**src/design/rifd_pkg.sv**
```systemverilog
// ----------------------------------------------------------------------------
// rifd_pkg
// Types, codes and per-kind tables shared by the instruction field decoder.
// ----------------------------------------------------------------------------
`default_nettype none

package rifd_pkg;

   // transaction payloads
   typedef struct packed {
      logic [31:0] instruction_word;
      logic [31:0] instruction_address;
   } req_type;

   typedef struct packed {
      logic        known;
      logic [5:0]  kind;
      logic [3:0]  operand_format;
      logic [4:0]  source_reg_s;
      logic [4:0]  source_reg_t;
      logic [4:0]  dest_reg_d;
      logic [4:0]  shift_amount;
      logic [15:0] immediate;
      logic [2:0]  coproc_select;
      logic [31:0] target_address;
      logic [5:0]  written_register;
      logic [1:0]  delay_slot_class;
   } rsp_type;

   // instruction kinds
   localparam logic [5:0] K_ADDU    = 6'd0;
   localparam logic [5:0] K_ADDIU   = 6'd1;
   localparam logic [5:0] K_AND     = 6'd2;
   localparam logic [5:0] K_ANDI    = 6'd3;
   localparam logic [5:0] K_BEQ     = 6'd4;
   localparam logic [5:0] K_BEQL    = 6'd5;
   localparam logic [5:0] K_BGEZ    = 6'd6;
   localparam logic [5:0] K_BGTZ    = 6'd7;
   localparam logic [5:0] K_BLEZ    = 6'd8;
   localparam logic [5:0] K_BLTZ    = 6'd9;
   localparam logic [5:0] K_BNE     = 6'd10;
   localparam logic [5:0] K_BNEL    = 6'd11;
   localparam logic [5:0] K_J       = 6'd12;
   localparam logic [5:0] K_JALR    = 6'd13;
   localparam logic [5:0] K_JR      = 6'd14;
   localparam logic [5:0] K_LB      = 6'd15;
   localparam logic [5:0] K_LBU     = 6'd16;
   localparam logic [5:0] K_LH      = 6'd17;
   localparam logic [5:0] K_LHU     = 6'd18;
   localparam logic [5:0] K_LUI     = 6'd19;
   localparam logic [5:0] K_LW      = 6'd20;
   localparam logic [5:0] K_LWL     = 6'd21;
   localparam logic [5:0] K_LWR     = 6'd22;
   localparam logic [5:0] K_MFC0    = 6'd23;
   localparam logic [5:0] K_MFHI    = 6'd24;
   localparam logic [5:0] K_MTC0    = 6'd25;
   localparam logic [5:0] K_MULT    = 6'd26;
   localparam logic [5:0] K_NOP     = 6'd27;
   localparam logic [5:0] K_OR      = 6'd28;
   localparam logic [5:0] K_ORI     = 6'd29;
   localparam logic [5:0] K_SB      = 6'd30;
   localparam logic [5:0] K_SH      = 6'd31;
   localparam logic [5:0] K_SLL     = 6'd32;
   localparam logic [5:0] K_SLTI    = 6'd33;
   localparam logic [5:0] K_SLTIU   = 6'd34;
   localparam logic [5:0] K_SLTU    = 6'd35;
   localparam logic [5:0] K_SRA     = 6'd36;
   localparam logic [5:0] K_SRL     = 6'd37;
   localparam logic [5:0] K_SSNOP   = 6'd38;
   localparam logic [5:0] K_SUBU    = 6'd39;
   localparam logic [5:0] K_SW      = 6'd40;
   localparam logic [5:0] K_SWL     = 6'd41;
   localparam logic [5:0] K_SWR     = 6'd42;
   localparam logic [5:0] K_XORI    = 6'd43;
   localparam logic [5:0] K_JALR_HB = 6'd44;
   localparam logic [5:0] K_JR_HB   = 6'd45;

   // operand formats
   localparam logic [3:0] F_NOARG   = 4'd0;
   localparam logic [3:0] F_RSRTRD  = 4'd1;
   localparam logic [3:0] F_RSRT    = 4'd2;
   localparam logic [3:0] F_RSRTSI  = 4'd3;
   localparam logic [3:0] F_RSSI    = 4'd4;
   localparam logic [3:0] F_RSRTUI  = 4'd5;
   localparam logic [3:0] F_RTUI    = 4'd6;
   localparam logic [3:0] F_RTRDSA  = 4'd7;
   localparam logic [3:0] F_RSRD    = 4'd8;
   localparam logic [3:0] F_RD      = 4'd9;
   localparam logic [3:0] F_RS      = 4'd10;
   localparam logic [3:0] F_RTRDSEL = 4'd11;

   // result field
   localparam logic [1:0] RES_NONE = 2'd0;
   localparam logic [1:0] RES_RD   = 2'd1;
   localparam logic [1:0] RES_RT   = 2'd2;

   // delay slot classes
   localparam logic [1:0] DS_NONE   = 2'd0;
   localparam logic [1:0] DS_ALWAYS = 2'd1;
   localparam logic [1:0] DS_LIKELY = 2'd2;

   localparam logic [5:0] NO_REG = 6'd32;

   // primary opcodes
   localparam logic [5:0] OP_SPECIAL = 6'h00;
   localparam logic [5:0] OP_REGIMM  = 6'h01;
   localparam logic [5:0] OP_COP0    = 6'h10;
   localparam logic [5:0] OP_ADDIU   = 6'h09;
   localparam logic [5:0] OP_ANDI    = 6'h0C;
   localparam logic [5:0] OP_BEQ     = 6'h04;
   localparam logic [5:0] OP_BEQL    = 6'h14;
   localparam logic [5:0] OP_BGTZ    = 6'h07;
   localparam logic [5:0] OP_BLEZ    = 6'h06;
   localparam logic [5:0] OP_BNE     = 6'h05;
   localparam logic [5:0] OP_BNEL    = 6'h15;
   localparam logic [5:0] OP_J       = 6'h02;
   localparam logic [5:0] OP_LB      = 6'h20;
   localparam logic [5:0] OP_LBU     = 6'h24;
   localparam logic [5:0] OP_LH      = 6'h21;
   localparam logic [5:0] OP_LHU     = 6'h25;
   localparam logic [5:0] OP_LUI     = 6'h0F;
   localparam logic [5:0] OP_LW      = 6'h23;
   localparam logic [5:0] OP_LWL     = 6'h22;
   localparam logic [5:0] OP_LWR     = 6'h26;
   localparam logic [5:0] OP_ORI     = 6'h0D;
   localparam logic [5:0] OP_SB      = 6'h28;
   localparam logic [5:0] OP_SH      = 6'h29;
   localparam logic [5:0] OP_SLTI    = 6'h0A;
   localparam logic [5:0] OP_SLTIU   = 6'h0B;
   localparam logic [5:0] OP_SW      = 6'h2B;
   localparam logic [5:0] OP_SWL     = 6'h2A;
   localparam logic [5:0] OP_SWR     = 6'h2E;
   localparam logic [5:0] OP_XORI    = 6'h0E;

   // special function codes
   localparam logic [5:0] FN_SLL  = 6'h00;
   localparam logic [5:0] FN_SRL  = 6'h02;
   localparam logic [5:0] FN_SRA  = 6'h03;
   localparam logic [5:0] FN_JR   = 6'h08;
   localparam logic [5:0] FN_JALR = 6'h09;
   localparam logic [5:0] FN_MFHI = 6'h10;
   localparam logic [5:0] FN_MULT = 6'h18;
   localparam logic [5:0] FN_ADDU = 6'h21;
   localparam logic [5:0] FN_SUBU = 6'h23;
   localparam logic [5:0] FN_AND  = 6'h24;
   localparam logic [5:0] FN_OR   = 6'h25;
   localparam logic [5:0] FN_SLTU = 6'h2B;

   // regimm rt and cop0 rs codes
   localparam logic [4:0] RI_BLTZ = 5'h00;
   localparam logic [4:0] RI_BGEZ = 5'h01;
   localparam logic [4:0] C0_MF   = 5'h00;
   localparam logic [4:0] C0_MT   = 5'h04;

   // fields a format carries
   typedef struct packed {
      logic rs;
      logic rt;
      logic rd;
      logic sa;
      logic imm;
      logic sel;
   } use_type;

   function automatic logic [3:0] kind_fmt(input logic [5:0] k);
      logic [3:0] f;
      unique case (k) inside
         K_ADDU, K_AND, K_OR, K_SLTU, K_SUBU: f = F_RSRTRD;
         K_ADDIU, K_BEQ, K_BEQL, K_BNE, K_BNEL, K_LB, K_LBU, K_LH, K_LHU,
         K_LW, K_LWL, K_LWR, K_SB, K_SH, K_SLTI, K_SLTIU, K_SW, K_SWL,
         K_SWR: f = F_RSRTSI;
         K_ANDI, K_ORI, K_XORI: f = F_RSRTUI;
         K_BGEZ, K_BGTZ, K_BLEZ, K_BLTZ: f = F_RSSI;
         K_JALR, K_JALR_HB: f = F_RSRD;
         K_JR, K_JR_HB: f = F_RS;
         K_LUI: f = F_RTUI;
         K_MFC0, K_MTC0: f = F_RTRDSEL;
         K_MFHI: f = F_RD;
         K_MULT: f = F_RSRT;
         K_SLL, K_SRA, K_SRL: f = F_RTRDSA;
         default: f = F_NOARG;
      endcase
      return f;
   endfunction

   function automatic logic [1:0] kind_res(input logic [5:0] k);
      logic [1:0] r;
      unique case (k) inside
         K_ADDU, K_AND, K_MFHI, K_OR, K_SLL, K_SLTU, K_SRA, K_SRL,
         K_SUBU: r = RES_RD;
         K_ADDIU, K_ANDI, K_LB, K_LBU, K_LH, K_LHU, K_LUI, K_LW, K_LWL,
         K_LWR, K_MFC0, K_ORI, K_SLTI, K_SLTIU, K_XORI: r = RES_RT;
         default: r = RES_NONE;
      endcase
      return r;
   endfunction

   function automatic logic [1:0] kind_ds(input logic [5:0] k);
      logic [1:0] d;
      unique case (k) inside
         K_BEQ, K_BGEZ, K_BGTZ, K_BLEZ, K_BLTZ, K_BNE, K_J, K_JALR, K_JR,
         K_JALR_HB, K_JR_HB: d = DS_ALWAYS;
         K_BEQL, K_BNEL: d = DS_LIKELY;
         default: d = DS_NONE;
      endcase
      return d;
   endfunction

   function automatic use_type fmt_use(input logic [3:0] f);
      use_type u;
      u = '0;
      unique case (f)
         F_RSRTRD:  begin u.rs = 1'b1; u.rt = 1'b1; u.rd = 1'b1; end
         F_RSRT:    begin u.rs = 1'b1; u.rt = 1'b1; end
         F_RSRTSI:  begin u.rs = 1'b1; u.rt = 1'b1; u.imm = 1'b1; end
         F_RSSI:    begin u.rs = 1'b1; u.imm = 1'b1; end
         F_RSRTUI:  begin u.rs = 1'b1; u.rt = 1'b1; u.imm = 1'b1; end
         F_RTUI:    begin u.rt = 1'b1; u.imm = 1'b1; end
         F_RTRDSA:  begin u.rt = 1'b1; u.rd = 1'b1; u.sa = 1'b1; end
         F_RSRD:    begin u.rs = 1'b1; u.rd = 1'b1; end
         F_RD:      begin u.rd = 1'b1; end
         F_RS:      begin u.rs = 1'b1; end
         F_RTRDSEL: begin u.rt = 1'b1; u.rd = 1'b1; u.sel = 1'b1; end
         default:   u = '0;
      endcase
      return u;
   endfunction

endpackage

`default_nettype wire

```
**src/design/rifd_decode.sv**
```systemverilog
// ----------------------------------------------------------------------------
// rifd_decode
// Combinational decode of one instruction word into kind, fields and target.
// ----------------------------------------------------------------------------
`default_nettype none

module rifd_decode (
   input  rifd_pkg::req_type req_in,
   output rifd_pkg::rsp_type rsp_out
);
   import rifd_pkg::*;

   logic [31:0] w;
   logic [31:0] pc4;
   logic [5:0]  opc;
   logic [5:0]  fn;
   logic [4:0]  rs;
   logic [4:0]  rt;
   logic [4:0]  rd;
   logic [4:0]  sa;
   logic        found;
   logic [5:0]  raw_kind;
   logic [5:0]  kind;
   logic [3:0]  fmt;
   logic [1:0]  res;
   use_type     use_f;
   logic [31:0] branch_tgt;
   logic [31:0] jump_tgt;

   assign w   = req_in.instruction_word;
   assign pc4 = req_in.instruction_address + 32'd4;
   assign opc = w[31:26];
   assign fn  = w[5:0];
   assign rs  = w[25:21];
   assign rt  = w[20:16];
   assign rd  = w[15:11];
   assign sa  = w[10:6];

   assign branch_tgt = pc4 + {{14{w[15]}}, w[15:0], 2'b00};
   assign jump_tgt   = {pc4[31:28], w[25:0], 2'b00};

   always_comb begin
      found    = 1'b1;
      raw_kind = K_ADDU;
      unique case (opc)
         OP_SPECIAL: begin
            unique case (fn)
               FN_ADDU: raw_kind = K_ADDU;
               FN_AND:  raw_kind = K_AND;
               FN_JALR: raw_kind = K_JALR;
               FN_JR:   raw_kind = K_JR;
               FN_MFHI: raw_kind = K_MFHI;
               FN_MULT: raw_kind = K_MULT;
               FN_OR:   raw_kind = K_OR;
               FN_SLL:  raw_kind = K_SLL;
               FN_SLTU: raw_kind = K_SLTU;
               FN_SRA:  raw_kind = K_SRA;
               FN_SRL:  raw_kind = K_SRL;
               FN_SUBU: raw_kind = K_SUBU;
               default: found = 1'b0;
            endcase
         end
         OP_REGIMM: begin
            unique case (rt)
               RI_BGEZ: raw_kind = K_BGEZ;
               RI_BLTZ: raw_kind = K_BLTZ;
               default: found = 1'b0;
            endcase
         end
         OP_COP0: begin
            unique case (rs)
               C0_MF:   raw_kind = K_MFC0;
               C0_MT:   raw_kind = K_MTC0;
               default: found = 1'b0;
            endcase
         end
         OP_ADDIU: raw_kind = K_ADDIU;
         OP_ANDI:  raw_kind = K_ANDI;
         OP_BEQ:   raw_kind = K_BEQ;
         OP_BEQL:  raw_kind = K_BEQL;
         OP_BGTZ:  raw_kind = K_BGTZ;
         OP_BLEZ:  raw_kind = K_BLEZ;
         OP_BNE:   raw_kind = K_BNE;
         OP_BNEL:  raw_kind = K_BNEL;
         OP_J:     raw_kind = K_J;
         OP_LB:    raw_kind = K_LB;
         OP_LBU:   raw_kind = K_LBU;
         OP_LH:    raw_kind = K_LH;
         OP_LHU:   raw_kind = K_LHU;
         OP_LUI:   raw_kind = K_LUI;
         OP_LW:    raw_kind = K_LW;
         OP_LWL:   raw_kind = K_LWL;
         OP_LWR:   raw_kind = K_LWR;
         OP_ORI:   raw_kind = K_ORI;
         OP_SB:    raw_kind = K_SB;
         OP_SH:    raw_kind = K_SH;
         OP_SLTI:  raw_kind = K_SLTI;
         OP_SLTIU: raw_kind = K_SLTIU;
         OP_SW:    raw_kind = K_SW;
         OP_SWL:   raw_kind = K_SWL;
         OP_SWR:   raw_kind = K_SWR;
         OP_XORI:  raw_kind = K_XORI;
         default:  found = 1'b0;
      endcase
   end

   always_comb begin
      kind = raw_kind;
      // hazard barrier forms, then the nop and ssnop forms of sll
      if (raw_kind == K_JALR && w[10]) begin
         kind = K_JALR_HB;
      end else if (raw_kind == K_JR && w[10]) begin
         kind = K_JR_HB;
      end else if (raw_kind == K_SLL && rt == 5'd0 && rd == 5'd0 && sa[4:1] == 4'd0) begin
         kind = sa[0] ? K_SSNOP : K_NOP;
      end
   end

   assign fmt   = kind_fmt(kind);
   assign res   = kind_res(kind);
   assign use_f = fmt_use(fmt);

   always_comb begin
      rsp_out = '0;
      rsp_out.written_register = NO_REG;
      if (found) begin
         rsp_out.known            = 1'b1;
         rsp_out.kind             = kind;
         rsp_out.operand_format   = fmt;
         rsp_out.source_reg_s     = use_f.rs  ? rs : 5'd0;
         rsp_out.source_reg_t     = use_f.rt  ? rt : 5'd0;
         rsp_out.dest_reg_d       = use_f.rd  ? rd : 5'd0;
         rsp_out.shift_amount     = use_f.sa  ? sa : 5'd0;
         rsp_out.immediate        = use_f.imm ? w[15:0] : 16'd0;
         rsp_out.coproc_select    = use_f.sel ? w[2:0] : 3'd0;
         rsp_out.delay_slot_class = kind_ds(kind);
         if (kind >= K_BEQ && kind <= K_BNEL) begin
            rsp_out.target_address = branch_tgt;
         end else if (kind == K_J) begin
            rsp_out.target_address = jump_tgt;
         end
         if (res == RES_RD) begin
            rsp_out.written_register = {1'b0, rsp_out.dest_reg_d};
         end else if (res == RES_RT) begin
            rsp_out.written_register = {1'b0, rsp_out.source_reg_t};
         end
      end
   end

endmodule

`default_nettype wire

```
**src/design/risc_instruction_field_decoder.sv**
```systemverilog
// ----------------------------------------------------------------------------
// risc_instruction_field_decoder
// Decodes one instruction word per transaction into kind, operand fields,
// written register, delay slot class and branch or jump target.
// ----------------------------------------------------------------------------
// path: a request passes through the input register, the decode logic and the
//    result register before rsp_valid rises
// throughput: one transaction per cycle while rsp_stall is low
// reset: synchronous, clears both valid flags; no other state
// ----------------------------------------------------------------------------
`default_nettype none

module risc_instruction_field_decoder (
   input  logic              clock,
   input  logic              reset,
   input  logic              req_valid,
   output logic              req_stall,
   input  rifd_pkg::req_type req_data,
   output logic              rsp_valid,
   input  logic              rsp_stall,
   output rifd_pkg::rsp_type rsp_data
);
   import rifd_pkg::*;

   logic    in_valid_ff;
   req_type in_data_ff;
   logic    out_valid_ff;
   rsp_type out_data_ff;
   rsp_type out_data_in;
   logic    out_free;
   logic    in_free;

   assign out_free  = !out_valid_ff || !rsp_stall;
   assign in_free   = !in_valid_ff || out_free;
   assign req_stall = !in_free;

   rifd_decode u_decode (
      .req_in  (in_data_ff),
      .rsp_out (out_data_in)
   );

   always_ff @(posedge clock) begin
      if (reset) begin
         in_valid_ff  <= 1'b0;
         out_valid_ff <= 1'b0;
      end else begin
         if (in_free) begin
            in_valid_ff <= req_valid;
         end
         if (out_free) begin
            out_valid_ff <= in_valid_ff;
         end
      end
   end

   always_ff @(posedge clock) begin
      if (in_free) begin
         in_data_ff <= req_data;
      end
      if (out_free) begin
         out_data_ff <= out_data_in;
      end
   end

   assign rsp_valid = out_valid_ff;
   assign rsp_data  = out_data_ff;

endmodule

`default_nettype wire

```
**config.mk**
```make
export PLATFORM = sky130hd
export DESIGN_NAME = risc_instruction_field_decoder
export DESIGN_NICKNAME = d
export VERILOG_FILES = /design/src/design/rifd_pkg.sv /design/src/design/rifd_decode.sv /design/src/design/risc_instruction_field_decoder.sv
export SDC_FILE = /design/constraint.sdc
export NUM_CORES = 1
export LEC_CHECK = 0
export BUFFER_PORTS_ARGS = -buffer_cell sky130_fd_sc_hd__buf_4
export CAP_MARGIN = 20
export CORE_UTILIZATION = 57
export DETAILED_ROUTE_END_ITERATION = 10
export PLACE_DENSITY = 0.83
export SETUP_SLACK_MARGIN = 0.2
export SLEW_MARGIN = 20
export SYNTH_ARGS = -nofsm -noshare
export SYNTH_HDL_FRONTEND = slang
export SYNTH_SLANG_ARGS = --single-unit
```
**constraint.sdc**
```tcl
create_clock -name clock -period 4.41 [get_ports clock]
set_input_delay 0.882 -clock clock [delete_from_list [all_inputs] [get_ports clock]]
set_output_delay 0.882 -clock clock [all_outputs]
set_load 0.02 [all_outputs]
```
* Word-level counts from Yosys, hierarchy flattened
Cells that the tools add are included.
** Word-level totals
- Word-level logic and storage cells :: 195
- Input port bits :: 68
- Register bits :: 156
- Output and inout bits :: 92
** Cells by class
- Order comparisons :: 2
- Reductions and logical operators :: 43
- Multiplexer cells :: 32
- Eq/ne operators :: 100
- Add/subtract/negate cells :: 2
** Operators with widths (number)
- $eq A6 B6 Y1 const B :: 31
- $pmux W6 S29 :: 1
- $eq A6 B5 Y1 const B :: 20
- $eq A6 B4 Y1 const B :: 19
- $mux W90 :: 1
- $pmux W6 S11 :: 1
- $mux W32 :: 2
- $eq A6 B3 Y1 const B :: 8
- $pmux W4 S11 :: 1
- $mux W6 :: 6
- $add A32 B3 Y32 const B :: 1
- $add A32 B32 Y32 :: 1
- $eq A6 B2 Y1 const B :: 5
- $reduce_or A26 Y1 :: 1
- $mux W5 :: 4
- $reduce_or A19 Y1 :: 1
- $logic_not A6 Y1 :: 3
- $eq A4 B3 Y1 const B :: 4
- $eq A4 B4 Y1 const B :: 4
- $mux W16 :: 1
- $logic_not A5 Y1 :: 3
- $reduce_or A15 Y1 :: 1
- $reduce_or A7 Y1 :: 2
- $eq A6 B1 Y1 const B :: 2
- 26 further kinds :: 56

* Longest topological paths before layout
Gate-level depths: netlist of the first run.
- Depth after elaboration :: 20
- Gate-level depth with buffers :: 20
- Depth with buffers taken out :: 20

* By module
A second synthesis of the first run with hierarchy kept.
** Second synthesis, totals
- Cell total of the unflattened synthesis :: 853
- Area, all modules :: 9305.2 µm²
** By module, submodules not included
- risc_instruction_field_decoder :: times used 1, area an instance 4704.5 µm², cells each 163, sequential area each 4664.5 µm²
- rifd_decode :: times used 1, area an instance 4600.7 µm², cells each 690, sequential area each 0.0 µm²

* Least setup slack after synthesis of the first run
OpenSTA, ideal clock, no wires.
- Path type :: register -> register
- Start point :: register in_data_ff[59] (netlist bit)
- End point :: register out_data_ff (netlist bit rsp_data[48]) (data pin)
- Setup slack :: 0.405 ns
- Clock period less this slack :: 4.005 ns
- Arrival :: 3.750 ns
- Setup time :: 0.255 ns
- Required time :: 4.155 ns
- Cell stages (with the launch flop) :: 15
- Path buffers :: 3
- Cell sequence :: edfxtp_1 > buf_4 > buf_2 > a22o_1 > a311oi_2 > nor3b_4 > o21ai_0 > nor4b_1 > or3_1 > or4_1 > nor3_2 > or3_4 > a311oi_4 > buf_4 > and2_1
** Between the ends
- Cells in the longest elaborated chain, start to end :: 16
- Elaborated cells on any way between the ends :: 102
- Classes of those cells :: eq/ne: 77; mux: 7; reduce/logical: 18
** Ends and longest elaborated chain
- from (decl) :: line risc_instruction_field_decoder.sv:26 : req_type in_data_ff;
- from (signal assigned) :: line risc_instruction_field_decoder.sv:58 : in_data_ff <= req_data;
- $eq A6 B4 Y1 (tied with other cells) :: line rifd_decode.sv:45 : unique case (opc)
- $pmux W6 S29 :: line rifd_decode.sv:45
- $eq A6 B6 Y1 :: line rifd_decode.sv:114 : end else if (raw_kind == K_SLL && rt == 5'd0 && rd == 5'd0 && sa[4:1] == 4'd0) begin
- $logic_and A1 B1 Y1 (3 in a row) :: line rifd_decode.sv:114
- $mux W6 :: line rifd_decode.sv:114
- $mux W6 :: line rifd_decode.sv:112 : end else if (raw_kind == K_JR && w[10]) begin
- $mux W6 :: line rifd_decode.sv:110 : if (raw_kind == K_JALR && w[10]) begin
- $eq A6 B4 Y1 (tied with other cells) :: line rifd_decode.sv:119 : assign fmt = kind_fmt(kind);
- $reduce_or A19 Y1 (tied with other cells) :: line rifd_pkg.sv:167 : unique case (k) inside
- $pmux W4 S11 :: line rifd_pkg.sv:167
- $eq A4 B3 Y1 or $eq A4 B2 Y1 (tied branches) :: line rifd_pkg.sv:212 : unique case (f)
- $reduce_or A4 Y1 (no line)
- $mux W1 :: line rifd_pkg.sv:212
- $reduce_and A2 Y1 (no line) (*)
- to (signal assigned) :: line risc_instruction_field_decoder.sv:61 : out_data_ff <= out_data_in;
- to (decl) :: line risc_instruction_field_decoder.sv:28 : rsp_type out_data_ff;
Mark *: on every way between the ends. The rest lies on a longest branch, timed or not.
A chain may end at the register's enable or synchronous reset.

* Worst setup path in the final report of the first run
- Start point :: register in_data_ff[59] (netlist bit)
- End point :: register out_data_ff (netlist bit rsp_data[5]) (data pin)
** Between the ends
- Cells in the longest elaborated chain, start to end :: 18
- Elaborated cells on any way between the ends :: 117
- Classes of those cells :: eq/ne: 84; mux: 13; reduce/logical: 20
** Ends and longest elaborated chain
- $eq A6 B4 Y1 (tied with other cells) :: line rifd_decode.sv:45
- $pmux W6 S29 :: line rifd_decode.sv:45
- $eq A6 B6 Y1 :: line rifd_decode.sv:114
- $logic_and A1 B1 Y1 (3 in a row) :: line rifd_decode.sv:114
- $mux W6 :: line rifd_decode.sv:114
- $mux W6 :: line rifd_decode.sv:112
- $mux W6 :: line rifd_decode.sv:110
- $eq A6 B4 Y1 (tied with other cells) :: line rifd_decode.sv:119
- $reduce_or A19 Y1 (tied with other cells) :: line rifd_pkg.sv:167
- $pmux W4 S11 :: line rifd_pkg.sv:167
- $eq A4 B3 Y1 (tied with other cells) :: line rifd_pkg.sv:212
- $reduce_or A7 Y1 (no line)
- $mux W1 :: line rifd_pkg.sv:212
- $mux W5 :: line rifd_decode.sv:131 : rsp_out.source_reg_t = use_f.rt ? rt : 5'd0;
- $mux W6 :: line rifd_decode.sv:144 : end else if (res == RES_RT) begin
- $mux W6 :: line rifd_decode.sv:142 : if (res == RES_RD) begin
Several ways; a longest one is shown, not always the timed one.

==> results.md, run 1 <==
Final layout:
- The antenna diode count is 0.
- Cells with a size suffix above 1 make up 34.14% of the layout.
- In the final layout, flip-flops and latches occupy 0.004664 mm2.
- The area growth from synthesis to layout is 31.89%.
- Leaving out fill and tap cells, the most frequent cell in the layout is buf_4.
- In the layout the commonest cells are 233 x buf_4, 154 x edfxtp_1, 57 x nor2_1.
- The layout has 959 filler cells.
- Summing all multi-input logic gate instances after layout gives 0.004380 mm2.
- The total number of nets in the final design is 1125.

STA:
- Measured against its own limit, the worst slew margin works out to 37.50%.
- The worst-margin pin slew is 0.9374 ns.
- The number of pins with negative max-slew slack in the final report is 0.
- The worst-case setup margin in the final layout is 0.2920 ns.
- The final total negative setup slack is 0 ns.
- Setup repair after global routing could not meet its margin everywhere.
- The setup violation total in the final timing report is 0.
- The part of the cycle the worst path needs is 93.38%.
- Across the routed clock network, the largest skew measured is 0.01333 ns.
- Subtracting the final worst setup slack from the clock period gives 4.118 ns.
- The number of hold violations in the final report came to 0.
- The highest clock rate is 242.8 MHz.

Die:
- The effective utilization at floorplan is 58.62%.
- Measured along the y axis, the die boundary spans 127.0 um.
- In this run the core area contains 45 standard-cell rows.
- The core region is 0.01520 mm2.
- 160 I/O pins were placed.
- The total die area is 0.01614 mm2.
- Measured along the x axis, the die boundary spans 127.0 um.

Power:
- In this run the power spent charging and discharging nets is 0.001409 W.
- The power per cell area is 385.8 mW/mm2.
- The relative contribution of combinational cells to total power is 26.1%.
- The internal power of the cells totals 0.003125 W.
- The total power of the final layout is 0.004534 W.
- The clock network accounts for 32.2% of the total power.
- The leakage power is 4.966 nW.
- Across the VDD grid, the largest voltage drop is 0.3057 mV.
- The fraction of power spent switching nets is 31.07%.
- The power share of the sequential group is 41.8%.

Clock tree:
- The clock transition at the registers of the reported paths is 0.07 ns.
- The source-to-sink clock delay at the later pin of the worst-skew pair is 0.44 ns.
- CTS built an H-tree with a depth of 4.
- The root buffer selected by CTS is clkbuf_16.
- In this run the deepest clock path goes through 2 buffers.
- The number of sinks driven by the clock tree is 156.
- The total clock buffers created by CTS is 17.
- TritonCTS built the clock tree.

Setup path:
- The highest-delay cell along the critical path is or4_4.
- Counting stages on the worst path, the most repeated cell is buf_4.
- Setup slack on the worst reg-to-reg path comes out at 0.29 ns.
- The destination of the worst register-to-register timing path is rsp_data[5].
- In this run the critical register-to-register path is launched from in_data_ff[59].
- Of all nets on the critical path, the largest fanout is 7.
- In this design, the stage delay of the slowest critical-path cell is 0.61 ns.
- The worst path required time is 4.69 ns.
- STA puts the critical path data arrival time at 4.40 ns.
- The family with the most delay on the worst path is simple AND/OR/NAND/NOR gates.
- The worst setup path is captured at a register.
- The critical path in this run is classified as register to register.
- Walking the worst path, the cells encountered are or4_4 > nor3_2 > buf_4 > nor3_1 > buf_4 > nand4b_1 > a211oi_4 > buf_4 > a221o_1 > inv_1 > nor3_1 > o21ai_0 > buf_4 > nand3_1 > a2111oi_4 > nor4_2 > buf_4 > o22ai_1.
- The combined buffer and inverter count along the critical path is 6.
- Measured in cells, the most critical reg-to-reg path has a length of 18.
- The worst setup path is launched from a register.

Route:
- The detailed-route DRC error count is 0.
- The post-detailed-route via-to-cell ratio is 6.221.
- The number of detailed-route iterations in the first pass is 5.
- The number of vias in the routed layout is 7621.
- The remaining antenna violation count after routing is 0.
- The total detailed-routing wirelength is 25490 um.
- Dividing the detail-routed wire length by the instance count gives 20.81 um.
- The iteration-0 DRC count of the detailed router is 606.

Logic synthesis:
- The total of warnings raised by yosys is 0.
- The count of different cell masters after synthesis is 86.
- In this run, synthesis produced a sequential element count of 156.
- Of all cell types, the one taking the most synthesized area is edfxtp_1.
- Yosys mapped a number of flops with a built-in enable equal to 154.
- In the synthesized netlist the async set-or-reset flop fraction comes to 0%.
- The cell count after synthesis is 795.
- The synthesized netlist occupies a cell area of 0.008911 mm2.
- The post-synthesis sequential area ratio is 52.34%.
- In this run the mean area of a mapped cell was 11.21 um2.
- The dominant synthesized flop cell is edfxtp_1.
- The number of nets produced by synthesis is 896.
- The proportion of netlist area held by the largest area contributor is 51.90%.
- After synthesis, the cell types taking the most area are edfxtp_1 52%, ha_1 4.5%, xnor2_1 3.1%.

Worst hold path:
- The class of the worst hold path is register to register.
- The worst-case hold path end point is rsp_data[8].
- The critical hold path startpoint is in_data_ff[0].
- Counting instances, the worst hold path has a depth of 1.

Run:
- The number of maximum-capacitance constraint violations is 0.

Placed design:
- The congestion estimate from routability-driven global placement came to 0.9814.
- The total of buffers placed on input and output ports is 159.
- The half-perimeter wire length of the detailed placement result is 17900 um.
- The pre-CTS worst setup slack is 0.01522 ns.

GRT:
- The first-pass GRT wire length is 38210 um.
- Global routing finished with a remaining overflow of 0.
- The number of antenna violations at the first check in global routing was 0.
- The maximum number of pins on one net before global-route repair is 81.
- The via count of the first global-routing pass came to 7179.
- For this run, the total global-route usage over all layers was measured as 31.56%.

Outcome:
- The run finished with clean final reports.
==> cells by family after synthesis <==
group | share of synthesized area (%)
DFF | 52.34
buffers and inverters | 2.640
adders and majority gates | 4.718
muxes | 0.4493
and+or+nand+nor | 18.31
xor gates and xnor gates | 5.209
AOI/OAI and AO/OA | 16.33
==> power groups by stage <==
stage	logic, W	clock network [W]	registers (W)
3_5_place_dp	0.00107	0	0.00192
2_1_floorplan	0.000495	0	0.00205
5_1_grt	0.00126	0.00153	0.00190
4_1_cts	0.00109	0.00147	0.00189
3_3_place_gp	0.00105	0	0.00192
6_report	0.00118	0.00146	0.00189
==> state kept, by name, summed over array words and instances, names as in the netlist <==
name	count
rsp_data	90
rsp_valid	1
in_data_ff	64
in_valid_ff	1
==> worst reg2reg max path: cells and delay by family (launching register included) <==
kind            cells  cell delay [ns]
compound gates      5             1.18
buf+inv             6             0.95
flops               1             0.48
simple gates        7             1.35
==> repair_timing <==
action                                  4_1_cts  5_1_grt
gates resized for setup                      10       62
hold buffers                                  0        0
pin swaps                                     2       30
endpoints found under the setup margin        9       43
setup buffers                                 2       18
==> metal layers <==
layer / vias up / GRT usage, % / routed length (um) / share of wire (%)
li1: 3497 / - / - / -
met1: 3629 / 42.31 / 10150 / 40
met2: 427 / 50.48 / 12050 / 47
met3: 68 / 6.407 / 2357 / 9.2
met4: 0 / 13.03 / 939 / 3.7
met5: - / 0 / 0 / 0
==> stage by stage <==
step / cells / hold slack, ns / cell area [um2] / util (%)
after floorplan: 795 / 0.4374 / 8911 / -
after global placement: 1173 / 0.4998 / 10680 / 70.25
after detailed placement: 1173 / 0.5138 / 10680 / 70.25
after CTS: 1207 / 0.5169 / 11310 / 74.41
after global routing: 1225 / 0.5414 / 11750 / 77.31
final: 1225 / 0.5119 / 11750 / 77.31
==> synthesized netlist by cell type (all sizes together), types with 12 or more instances <==
| cell | n |
|---|---|
| nor3 | 22 |
| nand4 | 12 |
| nand2 | 55 |
| buf | 14 |
| a21o | 17 |
| inv | 28 |
| xnor2 | 32 |
| a22o | 15 |
| o21ai | 36 |
| nor2 | 65 |
| xor2 | 21 |
| and2 | 40 |
| a211oi | 16 |
| nand2b | 13 |
| nand3 | 20 |
| edfxtp | 154 |
| or3 | 13 |
| a21oi | 36 |
| ha | 32 |
==> how the worst max path moves through the flow <==
stage                               from            to  slack, ns  cells after the start
after floorplan           in_data_ff[59]  rsp_data[48]       0.41                     14
after global placement     in_data_ff[2]  rsp_data[37]       0.24                     18
after detailed placement   in_data_ff[2]  rsp_data[37]       0.02                     20
after CTS                  in_data_ff[2]  rsp_data[37]       0.19                     20
after global routing      in_data_ff[59]  rsp_data[66]       0.08                     16
final                     in_data_ff[59]   rsp_data[5]       0.29                     18
==> area by class of cell <==
type / count / share of cell area (%)
repair buffers: 235 / 15.22
clock buffers: 17 / 3.620
multi-input cells: 586 / 37.27
inverters: 28 / 0.9262
flip-flops and latches: 156 / 39.69
clock inverters: 15 / 1.267
well taps: 188 / 2.001
Note: power is estimated with default switching activity, not from simulation.
==> run 2, diff against run 1 <==
Settings changed: SYNTH_HIERARCHICAL set to 1.
==> run 2 against run 1 <==
Net effect:
- total power is 3.3% higher
- clock skew is 0.0019 ns lower
- setup slack worse by 0.063 ns
- non-clock buffer count is 19 higher
- routed wire length is 4.8% higher
- first-iteration DRC count is 70% higher
- clock power hardly changed
- critical path depth is 6 lower
- sequential share of layout area is 1.3 points lower
- via count is 7.4% higher
- register-to-register slack worse by 0.06 ns
- critical path type unchanged
==> results.md, run 2 <==
GRT:
- The first-pass GRT wire length is 39420 um (+3.2%).
- The total congestion overflow after global routing is 0 (unchanged).
- The via count of the first global-routing pass is 7358 (+2.5%).
- The maximum number of pins on one net before global-route repair was 70 (-14%).
- The total global routing track utilization is 31.43% (-0.13 points).
- The number of antenna violations at the first check in global routing is 0 (unchanged).

STA:
- Setup repair after global routing could not meet its margin everywhere.
- The setup violation total in the final timing report is 0 (unchanged).
- The number of pins with negative max-slew slack in the final report was 0 (unchanged).
- The remaining max-slew budget at the tightest pin is 32.97% (-4.5 points).
- The clock tree skew after final layout is 0.01139 ns (-0.001933 ns).
- The final total negative setup slack is 0 ns (unchanged).
- The worst-margin pin slew was 1.004 ns (+0.06663 ns).
- The highest clock rate is 239.2 MHz (-1.5%).
- The post-route minimum period is 4.181 ns (+0.06304 ns).
- The number of hold violations in the final report was 0 (unchanged).
- The part of the cycle the worst path needs came to 94.81% (+1.4 points).

Logic synthesis:
- The number of flops mapped to enable cells by yosys is 154 (unchanged).
- The proportion of netlist area held by the largest area contributor is 49.70% (-2.2 points).
- The proportion of register bits with asynchronous set or reset after synthesis was 0% (unchanged).
- For this run, the leading register cell type out of synthesis is edfxtp_1.
- The post-synthesis sequential area ratio was 50.13% (-2.2 points).
- edfxtp_1 is the most common cell in the netlist.
- The mean instance size in the synthesized netlist was 10.91 um2 (-2.7%).
- The number of synthesized register bits is 156 (unchanged).
- The commonest cells after synthesis are 154 x edfxtp_1, 49 x nand2_1, 48 x a21oi_1, 45 x nor2_1, 38 x nand3_1.
- The cell count after synthesis is 853 (+7.3%).
- Ranked by total cell area, the synthesized netlist is headed by edfxtp_1 50%, ha_1 4.3%, xnor2_1 2.8%.
- The number of nets produced by synthesis is 954 (+6.5%).
- The total of warnings raised by yosys is 6 (+6).
- The count of different cell masters after synthesis came to 86 (unchanged).
- The biggest area consumer among synthesized cells is edfxtp_1.
- The summed instance area of the synthesized netlist is 0.009305 mm2 (+4.4%).

Setup path:
- The highest-delay cell along the critical path is or4b_4.
- Walking the worst path, the cells encountered are or4_4 > nor2_2 > nand4_1 > nor4b_4 > and4_4 > a21oi_4 > inv_2 > mux2_4 > or4b_4 > and4_4 > a2111oi_4 > a21oi_1.
- The longest individual stage delay on the worst path is 0.63 ns (+0.02 ns).
- The critical path arrival was 4.35 ns (-0.05 ns).
- The type of origin of the critical path is a register.
- The critical path is of the register to register type.
- The worst setup path is captured at a register.
- The combined buffer and inverter count along the critical path came to 1 (-5).
- The most numerous cell type found on the critical path is and4_4.
- The family with the most delay on the worst path is simple AND/OR/NAND/NOR gates.
- The worst path required time is 4.58 ns (-0.11 ns).
- The maximum fanout encountered on the critical timing path was 8 (+1).

Route:
- The detailed-route DRC error count is 0 (unchanged).
- The average routed wire per standard cell is 20.34 um (-2.3%).
- The iteration-0 DRC count of the detailed router came to 1032 (+70%).
- The number of detailed-route iterations in the first pass is 6 (+1).
- The remaining antenna violation count after routing is 0 (unchanged).
- The total detailed-routing wirelength is 26720 um (+4.8%).
- The post-detailed-route via-to-cell ratio is 6.228 (+0.11%).
- The number of vias in the routed layout is 8184 (+7.4%).

Die:
- The number of standard-cell rows in the floorplan came to 46 (+2.2%).
- The number of top-level pins is 160 (unchanged).
- The horizontal die dimension is 129.8 um (+2.2%).
- The total die area is 0.01684 mm2 (+4.4%).
- The effective utilization at floorplan came to 58.58% (about the same).
- The die extent in y came to 129.8 um (+2.2%).
- The core region area is 0.01589 mm2 (+4.5%).

Final layout:
- The fill cell total of the finished layout is 1062 (+11%).
- The area of all placed cells without fillers is 0.01215 mm2 (+3.4%).
- The antenna diode count is 0 (unchanged).
- The flip-flop count of the largest register after layout is 90 (unchanged).
- The total number of nets in the final design is 1187 (+5.5%).
- The fraction of final layout cells sized beyond drive strength 1 was 33.33% (-0.80 points).
- The utilization after layout came to 76.47% (-0.84 points).
- The library cell used most frequently in the layout, excluding fill and tap cells, is buf_4.
- Relative to the synthesized area, the layout overhead comes to 30.54%.
- The final cell count without fillers is 1314 (+7.3%).
- Leaving out fill and tap cells, the most frequent cells in the layout are 249 x buf_4, 154 x edfxtp_1, 48 x nand2_1.

Clock tree:
- The total clock buffers created by CTS is 17 (unchanged).
- The count of H-tree levels built during CTS is 4 (unchanged).
- The root buffer selected by CTS is clkbuf_16.
- The source-to-sink clock delay at the later pin of the worst-skew pair came to 0.43 ns (about the same).
- The clock tree from TritonCTS is yes.
- The clock transition at the registers of the reported paths is 0.07 ns (about the same).
- The deepest clock path buffer count came to 2 (unchanged).
- The number of sinks driven by the clock tree was 156 (unchanged).

Power:
- The worst supply voltage drop on vdd was 0.2837 mV (-7.2%).
- The leakage power is 5.109 nW (+2.9%).
- The power per cell area came to 385.5 mW/mm2 (about the same).

Placed design:
- The cell area after placement is 0.01110 mm2 (+3.9%).
- The half-perimeter wire length of the detailed placement result was 18560 um (+3.7%).
- The final estimated routing congestion in global placement is 1.010 (+2.9%).
- The total of buffers placed on input and output ports is 159 (unchanged).
- The cell count after placement was 1253 (+6.8%).

Outcome:
- The run finished with clean final reports.

Worst hold path:
- The worst hold path belongs to the class register to register.

Run:
- The number of maximum-capacitance constraint violations is 0 (unchanged).
run 2: metrics by stage:
step / worst slack, ns / hold WS, ns / total power [W]
2_1_floorplan: 0.3660 / 0.4375 / 0.002622
3_3_place_gp: 0.1698 / 0.4532 / 0.003093
3_5_place_dp: 0.1540 / 0.4567 / 0.003108
4_1_cts: 0.2207 / 0.4724 / 0.004583
5_1_grt: 0.1008 / 0.5311 / 0.004844
6_report: 0.2289 / 0.4727 / 0.004682
run 2: report_power, final:
group / internal, W / switching, W / leakage [nW]
clock network: 0.000844 / 0.000633 / 0.282
registers: 0.00182 / 0.0000826 / 1.74
logic: 0.000562 / 0.000745 / 3.09
total: 0.00322 / 0.00146 / 5.11
run 2: worst paths after layout:
path | startpoint | endpoint | slack (ns) | cells past startpoint
max | in_data_ff[49] | rsp_data[4] | 0.23 | 12
min | in_valid_ff | rsp_valid | 0.47 | 2
max reg2reg | in_data_ff[49] | rsp_data[4] | 0.23 | 12
min reg2reg | in_valid_ff | rsp_valid | 0.47 | 2
run 2: timing repair:
action / 4_1_cts / 5_1_grt
pin swaps: 1 / 19
endpoints found under the hold margin: 0 / 0
hold buffers: 0 / 0
buffers inserted: 6 / 24
endpoints found under the setup margin: 7 / 45
resized for setup: 4 / 44
run 2: logic make-up (layout without fill, tap and decap cells):
family | Yosys count | in the layout | share of synthesized area [%]
DFF | 156 | 156 | 50.13
AOI/OAI and AO/OA | 204 | 204 | 15.73
xor gates and xnor gates | 56 | 56 | 5.271
muxes | 1 | 1 | 0.1613
and+or+nand+nor | 325 | 325 | 20.37
buffers and inverters | 78 | 323 | 3.819
adders and majority gates | 33 | 33 | 4.518
run 2: layout make-up:
| type | count | area [um2] | share of cell area [%] |
|---|---|---|---|
| sequential | 156 | 4664 | 38.40 |
| multi-input combinational | 619 | 4531 | 37.30 |
| timing repair buffer | 254 | 1952 | 16.07 |
| clock buffer | 17 | 425.4 | 3.502 |
| tap | 216 | 270.3 | 2.225 |
| clock inverter | 14 | 158.9 | 1.308 |
| inverter | 38 | 145.1 | 1.195 |
run 2: worst register-to-register path: stages, from the launching register on:
cell and delay, ns:
edfxtp_1 0.43, or4_4 0.62, nor2_2 0.16, nand4_1 0.20, nor4b_4 0.51, and4_4 0.35
a21oi_4 0.04, inv_2 0.07, mux2_4 0.30, or4b_4 0.63, and4_4 0.25, a2111oi_4 0.30
a21oi_1 0.08
run 2: routing by layer:
metal / GRT usage, % / up-vias / wire [um]
met4: 9.371 / 0 / 622
li1: - / 3753 / -
met1: 43.44 / 3878 / 11090
met2: 50.33 / 491 / 12670
met5: 0 / - / 0
met3: 6.273 / 62 / 2336
